### src/rtl/sua_pkg.sv
// Package with the word types and codes shared by the scatter unit allocator files.
package sua_pkg;

    localparam logic MODE_ALLOC   = 1'b0;
    localparam logic MODE_RELEASE = 1'b1;

    localparam int SIZE_W  = 9;
    localparam int RID_W   = 16;
    localparam int ADDR_W  = 8;
    localparam int COUNT_W = 9;

    localparam logic [SIZE_W-1:0] UNITS_RESET = 9'd200;

    typedef logic [SIZE_W-1:0] units_t;

    typedef struct packed {
        logic               mode;
        logic [SIZE_W-1:0]  alloc_size;
        logic [RID_W-1:0]   release_id;
    } req_t;

    typedef struct packed {
        logic               ok;
        logic [RID_W-1:0]   assigned_id;
        logic [ADDR_W-1:0]  first_address;
        logic [COUNT_W-1:0] units_changed;
        logic [COUNT_W-1:0] units_in_use;
    } rsp_t;

endpackage

### src/rtl/sua_stream_if.sv
// Valid/ready channel interface that carries one word of any payload type.
interface sua_stream_if #(parameter type T = logic);
    logic valid;
    logic ready;
    T     data;

    modport source (output valid, output data, input ready);
    modport sink   (input valid, input data, output ready);
endinterface

### src/rtl/sua_owner_ram.sv
// Owner map memory with one write port and one registered read port.
module sua_owner_ram #(
    parameter int DEPTH = 256,
    parameter int WIDTH = 17
) (
    input  logic                     clk,
    input  logic                     we,
    input  logic [$clog2(DEPTH)-1:0] waddr,
    input  logic [WIDTH-1:0]         wdata,
    input  logic [$clog2(DEPTH)-1:0] raddr,
    output logic [WIDTH-1:0]         rdata
);

    logic [WIDTH-1:0] mem [DEPTH];
    logic [WIDTH-1:0] rdata_reg;

    always_ff @(posedge clk)
    begin
        if (we)
        begin
            mem[waddr] <= wdata;
        end
        rdata_reg <= mem[raddr];
    end

    assign rdata = rdata_reg;

endmodule

### src/rtl/scatter_unit_allocator_core.sv
// Top level of the scatter unit allocator: owner map, request sequencer and result register.
//
// The block keeps an owner map of MAX_UNITS units in a single-port-read memory and serves
// one request at a time, walking the map one unit per cycle. An allocate reads the first
// memory_units units (capped at MAX_UNITS) once to count free units and, if the size is
// nonzero and enough units are free, once more to claim the lowest ones; a release reads
// all MAX_UNITS units once. Reads of the owner memory are registered. After reset the map
// is cleared one unit per cycle, so no request is taken until every unit has been cleared;
// the configuration word is accepted at any time.
module scatter_unit_allocator_core
    import sua_pkg::*;
#(
    parameter int MAX_UNITS = 256,
    parameter int ID_BITS   = 16
) (
    input  logic         clk,
    input  logic         rst_n,
    sua_stream_if.sink   req,
    sua_stream_if.source rsp,
    sua_stream_if.sink   cfg
);

    localparam int AW = $clog2(MAX_UNITS);
    localparam int CW = $clog2(MAX_UNITS + 1);
    localparam int LW = (CW > SIZE_W) ? CW : SIZE_W;
    localparam int MW = ID_BITS + 1;

    typedef enum logic [2:0] {
        ST_CLEAR,
        ST_IDLE,
        ST_COUNT,
        ST_CLAIM,
        ST_RELEASE,
        ST_FINISH
    } state_t;

    state_t              state_reg, state_next;
    logic [CW-1:0]       idx_reg, idx_next;
    logic                pend_reg, pend_next;
    logic [AW-1:0]       paddr_reg, paddr_next;
    logic [CW-1:0]       lim_reg, lim_next;
    logic                mode_reg, mode_next;
    logic [SIZE_W-1:0]   size_reg, size_next;
    logic [ID_BITS-1:0]  rel_reg, rel_next;
    logic [CW-1:0]       cnt_reg, cnt_next;
    logic [CW-1:0]       left_reg, left_next;
    logic [AW-1:0]       first_reg, first_next;
    logic                have_first_reg, have_first_next;
    logic                ok_reg, ok_next;
    logic [CW-1:0]       used_reg, used_next;
    logic [ID_BITS-1:0]  num_reg, num_next;
    rsp_t                rsp_data_reg, rsp_data_next;
    logic                rsp_valid_reg, rsp_valid_next;
    units_t              units_reg;

    logic                we;
    logic [AW-1:0]       waddr;
    logic [MW-1:0]       wdata;
    logic [MW-1:0]       rdata;
    logic                scanning;
    logic [CW-1:0]       end_w;
    logic                issue;
    logic                scan_done;
    logic                r_valid;
    logic [ID_BITS-1:0]  r_owner;
    logic [CW-1:0]       lim_now;
    rsp_t                result;

    sua_owner_ram #(
        .DEPTH (MAX_UNITS),
        .WIDTH (MW)
    ) u_owner_ram (
        .clk   (clk),
        .we    (we),
        .waddr (waddr),
        .wdata (wdata),
        .raddr (idx_reg[AW-1:0]),
        .rdata (rdata)
    );

    assign req.ready = (state_reg == ST_IDLE);
    assign cfg.ready = 1'b1;
    assign rsp.valid = rsp_valid_reg;
    assign rsp.data  = rsp_data_reg;

    assign scanning  = (state_reg == ST_COUNT) || (state_reg == ST_CLAIM)
                       || (state_reg == ST_RELEASE);
    assign end_w     = (state_reg == ST_RELEASE) ? CW'(MAX_UNITS) : lim_reg;
    assign issue     = scanning && (idx_reg < end_w);
    assign scan_done = scanning && !issue && !pend_reg;
    assign r_valid   = rdata[ID_BITS];
    assign r_owner   = rdata[ID_BITS-1:0];
    assign lim_now   = (LW'(units_reg) > LW'(MAX_UNITS)) ? CW'(MAX_UNITS) : CW'(units_reg);

    always_ff @(posedge clk or negedge rst_n)
    begin
        if (!rst_n)
        begin
            units_reg <= UNITS_RESET;
        end
        else if (cfg.valid)
        begin
            units_reg <= cfg.data;
        end
    end

    always_comb
    begin
        result               = '0;
        result.ok            = ok_reg;
        result.units_in_use  = COUNT_W'(used_reg);
        if (mode_reg == MODE_ALLOC)
        begin
            if (ok_reg)
            begin
                result.assigned_id   = RID_W'(num_reg - ID_BITS'(1));
                result.first_address = ADDR_W'(first_reg);
                result.units_changed = COUNT_W'(size_reg);
            end
        end
        else
        begin
            result.units_changed = COUNT_W'(cnt_reg);
        end
    end

    always_comb
    begin
        state_next      = state_reg;
        idx_next        = idx_reg;
        pend_next       = issue;
        paddr_next      = idx_reg[AW-1:0];
        lim_next        = lim_reg;
        mode_next       = mode_reg;
        size_next       = size_reg;
        rel_next        = rel_reg;
        cnt_next        = cnt_reg;
        left_next       = left_reg;
        first_next      = first_reg;
        have_first_next = have_first_reg;
        ok_next         = ok_reg;
        used_next       = used_reg;
        num_next        = num_reg;
        rsp_data_next   = rsp_data_reg;
        rsp_valid_next  = rsp_valid_reg && !rsp.ready;
        we              = 1'b0;
        waddr           = paddr_reg;
        wdata           = '0;

        if (issue)
        begin
            idx_next = idx_reg + CW'(1);
        end

        case (state_reg)
            ST_CLEAR:
            begin
                we       = 1'b1;
                waddr    = idx_reg[AW-1:0];
                idx_next = idx_reg + CW'(1);
                if (idx_reg == CW'(MAX_UNITS - 1))
                begin
                    state_next = ST_IDLE;
                end
            end
            ST_IDLE:
            begin
                if (req.valid)
                begin
                    mode_next       = req.data.mode;
                    size_next       = req.data.alloc_size;
                    rel_next        = ID_BITS'(req.data.release_id);
                    lim_next        = lim_now;
                    idx_next        = '0;
                    cnt_next        = '0;
                    have_first_next = 1'b0;
                    first_next      = '0;
                    ok_next         = 1'b0;
                    state_next      = (req.data.mode == MODE_ALLOC) ? ST_COUNT : ST_RELEASE;
                end
            end
            ST_COUNT:
            begin
                if (pend_reg && !r_valid)
                begin
                    cnt_next = cnt_reg + CW'(1);
                end
                if (scan_done)
                begin
                    idx_next = '0;
                    if ((size_reg != '0) && (LW'(size_reg) <= LW'(cnt_reg)))
                    begin
                        left_next  = CW'(size_reg);
                        state_next = ST_CLAIM;
                    end
                    else
                    begin
                        state_next = ST_FINISH;
                    end
                end
            end
            ST_CLAIM:
            begin
                if (pend_reg && !r_valid && (left_reg != '0))
                begin
                    we        = 1'b1;
                    wdata     = {1'b1, num_reg};
                    left_next = left_reg - CW'(1);
                    if (!have_first_reg)
                    begin
                        first_next      = paddr_reg;
                        have_first_next = 1'b1;
                    end
                end
                if (scan_done)
                begin
                    ok_next    = 1'b1;
                    used_next  = used_reg + CW'(size_reg);
                    num_next   = num_reg + ID_BITS'(1);
                    state_next = ST_FINISH;
                end
            end
            ST_RELEASE:
            begin
                if (pend_reg && r_valid && (r_owner == rel_reg))
                begin
                    we       = 1'b1;
                    cnt_next = cnt_reg + CW'(1);
                end
                if (scan_done)
                begin
                    ok_next    = (cnt_reg != '0);
                    used_next  = used_reg - cnt_reg;
                    state_next = ST_FINISH;
                end
            end
            ST_FINISH:
            begin
                if (!rsp_valid_reg || rsp.ready)
                begin
                    rsp_data_next  = result;
                    rsp_valid_next = 1'b1;
                    state_next     = ST_IDLE;
                end
            end
            default:
            begin
                state_next = ST_IDLE;
            end
        endcase
    end

    always_ff @(posedge clk or negedge rst_n)
    begin
        if (!rst_n)
        begin
            state_reg      <= ST_CLEAR;
            idx_reg        <= '0;
            pend_reg       <= 1'b0;
            paddr_reg      <= '0;
            lim_reg        <= '0;
            mode_reg       <= MODE_ALLOC;
            size_reg       <= '0;
            rel_reg        <= '0;
            cnt_reg        <= '0;
            left_reg       <= '0;
            first_reg      <= '0;
            have_first_reg <= 1'b0;
            ok_reg         <= 1'b0;
            used_reg       <= '0;
            num_reg        <= '0;
            rsp_data_reg   <= '0;
            rsp_valid_reg  <= 1'b0;
        end
        else
        begin
            state_reg      <= state_next;
            idx_reg        <= idx_next;
            pend_reg       <= pend_next;
            paddr_reg      <= paddr_next;
            lim_reg        <= lim_next;
            mode_reg       <= mode_next;
            size_reg       <= size_next;
            rel_reg        <= rel_next;
            cnt_reg        <= cnt_next;
            left_reg       <= left_next;
            first_reg      <= first_next;
            have_first_reg <= have_first_next;
            ok_reg         <= ok_next;
            used_reg       <= used_next;
            num_reg        <= num_next;
            rsp_data_reg   <= rsp_data_next;
            rsp_valid_reg  <= rsp_valid_next;
        end
    end

endmodule

### src/flat_wrapper.sv
// flat-port wrapper written by rule: the top's interface ports become plain ports
module scatter_unit_allocator_core_flat import sua_pkg::*;
#(
    parameter int MAX_UNITS = 256,
    parameter int ID_BITS   = 16
)
  (clk, rst_n, req_valid, req_data, req_ready, rsp_valid, rsp_data, rsp_ready, cfg_valid, cfg_data, cfg_ready);
  sua_stream_if #(.T(req_t)) req_i ();
  sua_stream_if #(.T(rsp_t)) rsp_i ();
  sua_stream_if #(.T(units_t)) cfg_i ();
  input  logic clk;
  input  logic rst_n;
  input wire logic [$bits(req_i.valid)-1:0] req_valid;
  input wire logic [$bits(req_i.data)-1:0] req_data;
  output wire logic [$bits(req_i.ready)-1:0] req_ready;
  output wire logic [$bits(rsp_i.valid)-1:0] rsp_valid;
  output wire logic [$bits(rsp_i.data)-1:0] rsp_data;
  input wire logic [$bits(rsp_i.ready)-1:0] rsp_ready;
  input wire logic [$bits(cfg_i.valid)-1:0] cfg_valid;
  input wire logic [$bits(cfg_i.data)-1:0] cfg_data;
  output wire logic [$bits(cfg_i.ready)-1:0] cfg_ready;
  assign req_i.valid = req_valid;
  assign req_i.data = req_data;
  assign req_ready = req_i.ready;
  assign rsp_valid = rsp_i.valid;
  assign rsp_data = rsp_i.data;
  assign rsp_i.ready = rsp_ready;
  assign cfg_i.valid = cfg_valid;
  assign cfg_i.data = cfg_data;
  assign cfg_ready = cfg_i.ready;
  scatter_unit_allocator_core #(.MAX_UNITS(MAX_UNITS), .ID_BITS(ID_BITS)) u_core (.clk(clk), .rst_n(rst_n), .req(req_i), .rsp(rsp_i), .cfg(cfg_i));
endmodule
### config.mk
export PLATFORM = sky130hd
export DESIGN_NAME = scatter_unit_allocator_core_flat
export DESIGN_NICKNAME = d
export VERILOG_FILES = /design/src/rtl/sua_pkg.sv /design/src/rtl/sua_stream_if.sv /design/src/rtl/sua_owner_ram.sv /design/src/rtl/scatter_unit_allocator_core.sv /design/src/flat_wrapper.sv
export SDC_FILE = /design/constraint.sdc
export NUM_CORES = 2
export LEC_CHECK = 0
export BUFFER_PORTS_ARGS = -buffer_cell sky130_fd_sc_hd__buf_2
export CORE_AREA = 2 2 768 770
export CTS_CLUSTER_DIAMETER = 200
export DETAILED_ROUTE_END_ITERATION = 8
export DIE_AREA = 0 0 770 772
export GPL_ROUTABILITY_DRIVEN = 0
export SYNTH_ARGS = -nofsm -noshare
export SYNTH_HDL_FRONTEND = slang
export SYNTH_MEMORY_MAX_BITS = 65536
export SYNTH_SLANG_ARGS = --single-unit
### constraint.sdc
create_clock -name clk -period 10.04 [get_ports clk]
set_input_delay 1.004 -clock clk [delete_from_list [all_inputs] [get_ports clk]]
set_output_delay 1.004 -clock clk [all_outputs]
set_load 0.02 [all_outputs]
==> metrics <==
Final period util between 60% and 70%; synthesized area between 150000 and 200000 um^2; fmax between 0.15 and 0.2 GHz; first-pass GRT wire length between 600000 and 700000 um; post_cts resized 0; max-cap violations 1; fin cells 17200; WL per Instance 28.8 um; share of the synthesized area in the top cell type about 74%; Clk pwr share roughly a third; R2R depth 10; switching power between 15 and 20 mW; initial DRC count roughly 13000; vias in the first global route between 80000 and 90000; clock sink total around 4500; Yosys warning total 0; Main synth FF type edfxtp_1; failing checks capacitance limit, slew limit; Synth Instances ~8600; worst-skew pair later-pin latency 1.01 ns; status complete, but fails checks; Setup Crit Path Kind flip-flop to flip-flop; Die Y between 700 and 800 um; Layout Nets 9049; CTS Buf Count 440; Post-synth EDFFs around 4400; Post-CTS Hold Buffers 0; Comb pwr share between 20% and 30%; vias per inst roughly 5.3; max-slew violation count around 180; peak supply drop 0.253 mV; top-count cell post-synth edfxtp_1; GR Util All Layers around 16%; Synth Area per Inst approximately 20 um^2; DRC viols 0; Fin Clk Skew just over 0.07 ns; sequential area share after synthesis around three quarters; Area growth syn-to-layout 14.6%; total setup buffers inserted after CTS 0; CORE AREA 587000 um^2; post-place setup slack around 3.8 ns; CTS tree done; list of most frequent post-synthesis cells edfxtp_1, mux4_2, mux2i_1, nor2_1, a22oi_1; Min-Delay Path Class input pin to asynchronous set/reset pin; asr flop ratio synth between 3 and 4%; Total Neg Setup Slack 0 ns; number of buffers added on ports 84; Sw Ratio 32.2%; router iterations before antenna repair 5; final hold violations 0; Starting Density approximately 30%; Setup WS post-layout about 3.4 ns; RR Endpoint u_core.u_owner_ram.rdata[12]; # rows about 280; Post-Synthesis Net Count between 8000 and 9000; Setup-failing EPs final 0; largest net degree at the start of global routing approximately 160; clock period minus worst slack approximately 6.6 ns; DP HPWL between 200000 and 300000 um; area leader, netlist edfxtp_1; die area 594000 um^2; crit path DAT 7.41 ns; Post-Route WL a little under 500000 um; Die Width between 700 and 800 um; Internal Pwr Total around 35 mW; WP data required 10.84 ns; fraction of layout cells with a size suffix above 1 23.5%; RSZ-0062 raised after global routing false; Seq pwr share between 40 and 50%; P per Cell Area around 260 nW/um^2; worst-path maximum fanout 106; Worst-Margin Slew around 1.8 ns; Slew HR -18.9%; total power 52.1 mW; Reg clk slew, reported paths approximately 0.06 ns; placed insts roughly 16000; Ports between 80 and 90; H-tree levels 5; Yosys reg bits ~4500; Distinct cells, synth 78; Root Buffer clkbuf_16; initial antenna violation count 31; LEAKAGE 62.1 nW; nature of the critical path endpoint flip-flop; Routed Antenna Nets 0; leading post-synthesis cells by cell area edfxtp_1, mux4_2, mux2i_1; Clock Path Buffers 4; R2R setup slack about 3.4 ns; max reg flops about 4400; vias post-DR slightly above 90000; Setup crit start kind flip-flop; gr ovfl total 0; Critical R2R Launch u_core.idx_reg[1]
## critical path: stages, from the launching register on
cell and delay [ns]:
dfrtp_4 0.88, buf_12 0.60, buf_4 0.79, buf_4 0.80, nand2b_1 0.43, a211oi_1 0.39
a221oi_1 0.09, a221oi_1 0.34, o21ai_0 0.33, o32ai_1 1.37, o21bai_1 0.20
## worst max path at each step
stage                              from                            end  slack [ns]
floorplan           u_core.state_reg[1]  u_core.u_owner_ram.mem[0][12]        0.14
global placement      u_core.idx_reg[1]   u_core.u_owner_ram.rdata[12]        3.84
detailed placement    u_core.idx_reg[1]   u_core.u_owner_ram.rdata[12]        3.75
CTS                   u_core.idx_reg[1]   u_core.u_owner_ram.rdata[12]        3.72
global route          u_core.idx_reg[1]   u_core.u_owner_ram.rdata[12]        3.44
finish                u_core.idx_reg[1]   u_core.u_owner_ram.rdata[12]        3.43
## power by group through the flow
stage	Clock [mW]	Combinational [mW]	Sequential [mW]
after floorplan	0	8.77	21.5
after global placement	0	13.9	21.7
after detailed placement	0	14.1	21.8
after CTS	16.8	14.1	21.4
after global routing	17.5	14.7	21.4
final	16.6	14.1	21.4
## cell families after synthesis
kind of cell / share of synthesized area [%]
buffers and inverters: 1.51
AO/OA/AOI/OAI: 4.55
flip-flops: 77.0
AND/OR/NAND/NOR: 2.34
other: 0.00214
adder cells (fa/ha/maj): 0.254
XOR/XNOR: 0.299
multiplexers: 14.1
## routing by layer
layer | vias to the layer above | GRT usage [%] | routed length, um
li1 | 36600 | - | -
met1 | 48600 | 22.2 | 199000
met2 | 4850 | 25.2 | 229000
met5 | - | 0 | 48
met3 | 734 | 3.44 | 49400
met4 | 8 | 5.18 | 17000
## final cells by class
| type | instances | area (um^2) |
|---|---|---|
| fillers | 54400 | 386000 |
| flip-flops and latches | 4531 | 135000 |
| multi-input cells | 3540 | 38400 |
| clock buffers | 527 | 11600 |
| well taps | 7810 | 9770 |
| repair buffers | 424 | 3390 |
| clock inverters | 286 | 2820 |
| inverters | 37 | 141 |
| diodes | 12 | 30.0 |
## layout by cell type, fill, tap and decap left out, drive strengths merged, types with 26 or more instances in the layout
| cell type | instances |
|---|---|
| a221o | 36 |
| clkinv | 213 |
| dfrtp | 159 |
| nor2b | 26 |
| bufinv | 46 |
| clkbuf | 527 |
| buf | 424 |
| xnor2 | 39 |
| o21ai | 181 |
| nand3 | 56 |
| a21oi | 224 |
| nand2b | 31 |
| nand2 | 261 |
| a221oi | 124 |
| edfxtp | 4352 |
| mux2 | 54 |
| a22oi | 290 |
| a211oi | 35 |
| nor3 | 47 |
| a22o | 39 |
| inv | 52 |
| mux2i | 479 |
| ha | 34 |
| o31ai | 40 |
| mux4 | 858 |
| nor2 | 368 |
## stage by stage
step / cell area [um^2] / utilization (%) / hold slack [ns]
2_1_floorplan: 176000 / - / 0.375
3_3_place_gp: 187000 / 31.8 / 0.458
3_5_place_dp: 187000 / 31.8 / 0.466
4_1_cts: 201000 / 34.3 / 0.0453
5_1_grt: 201000 / 34.3 / 0.136
6_report: 201000 / 34.3 / 0.0758
Power figures use the tool's default switching activity.
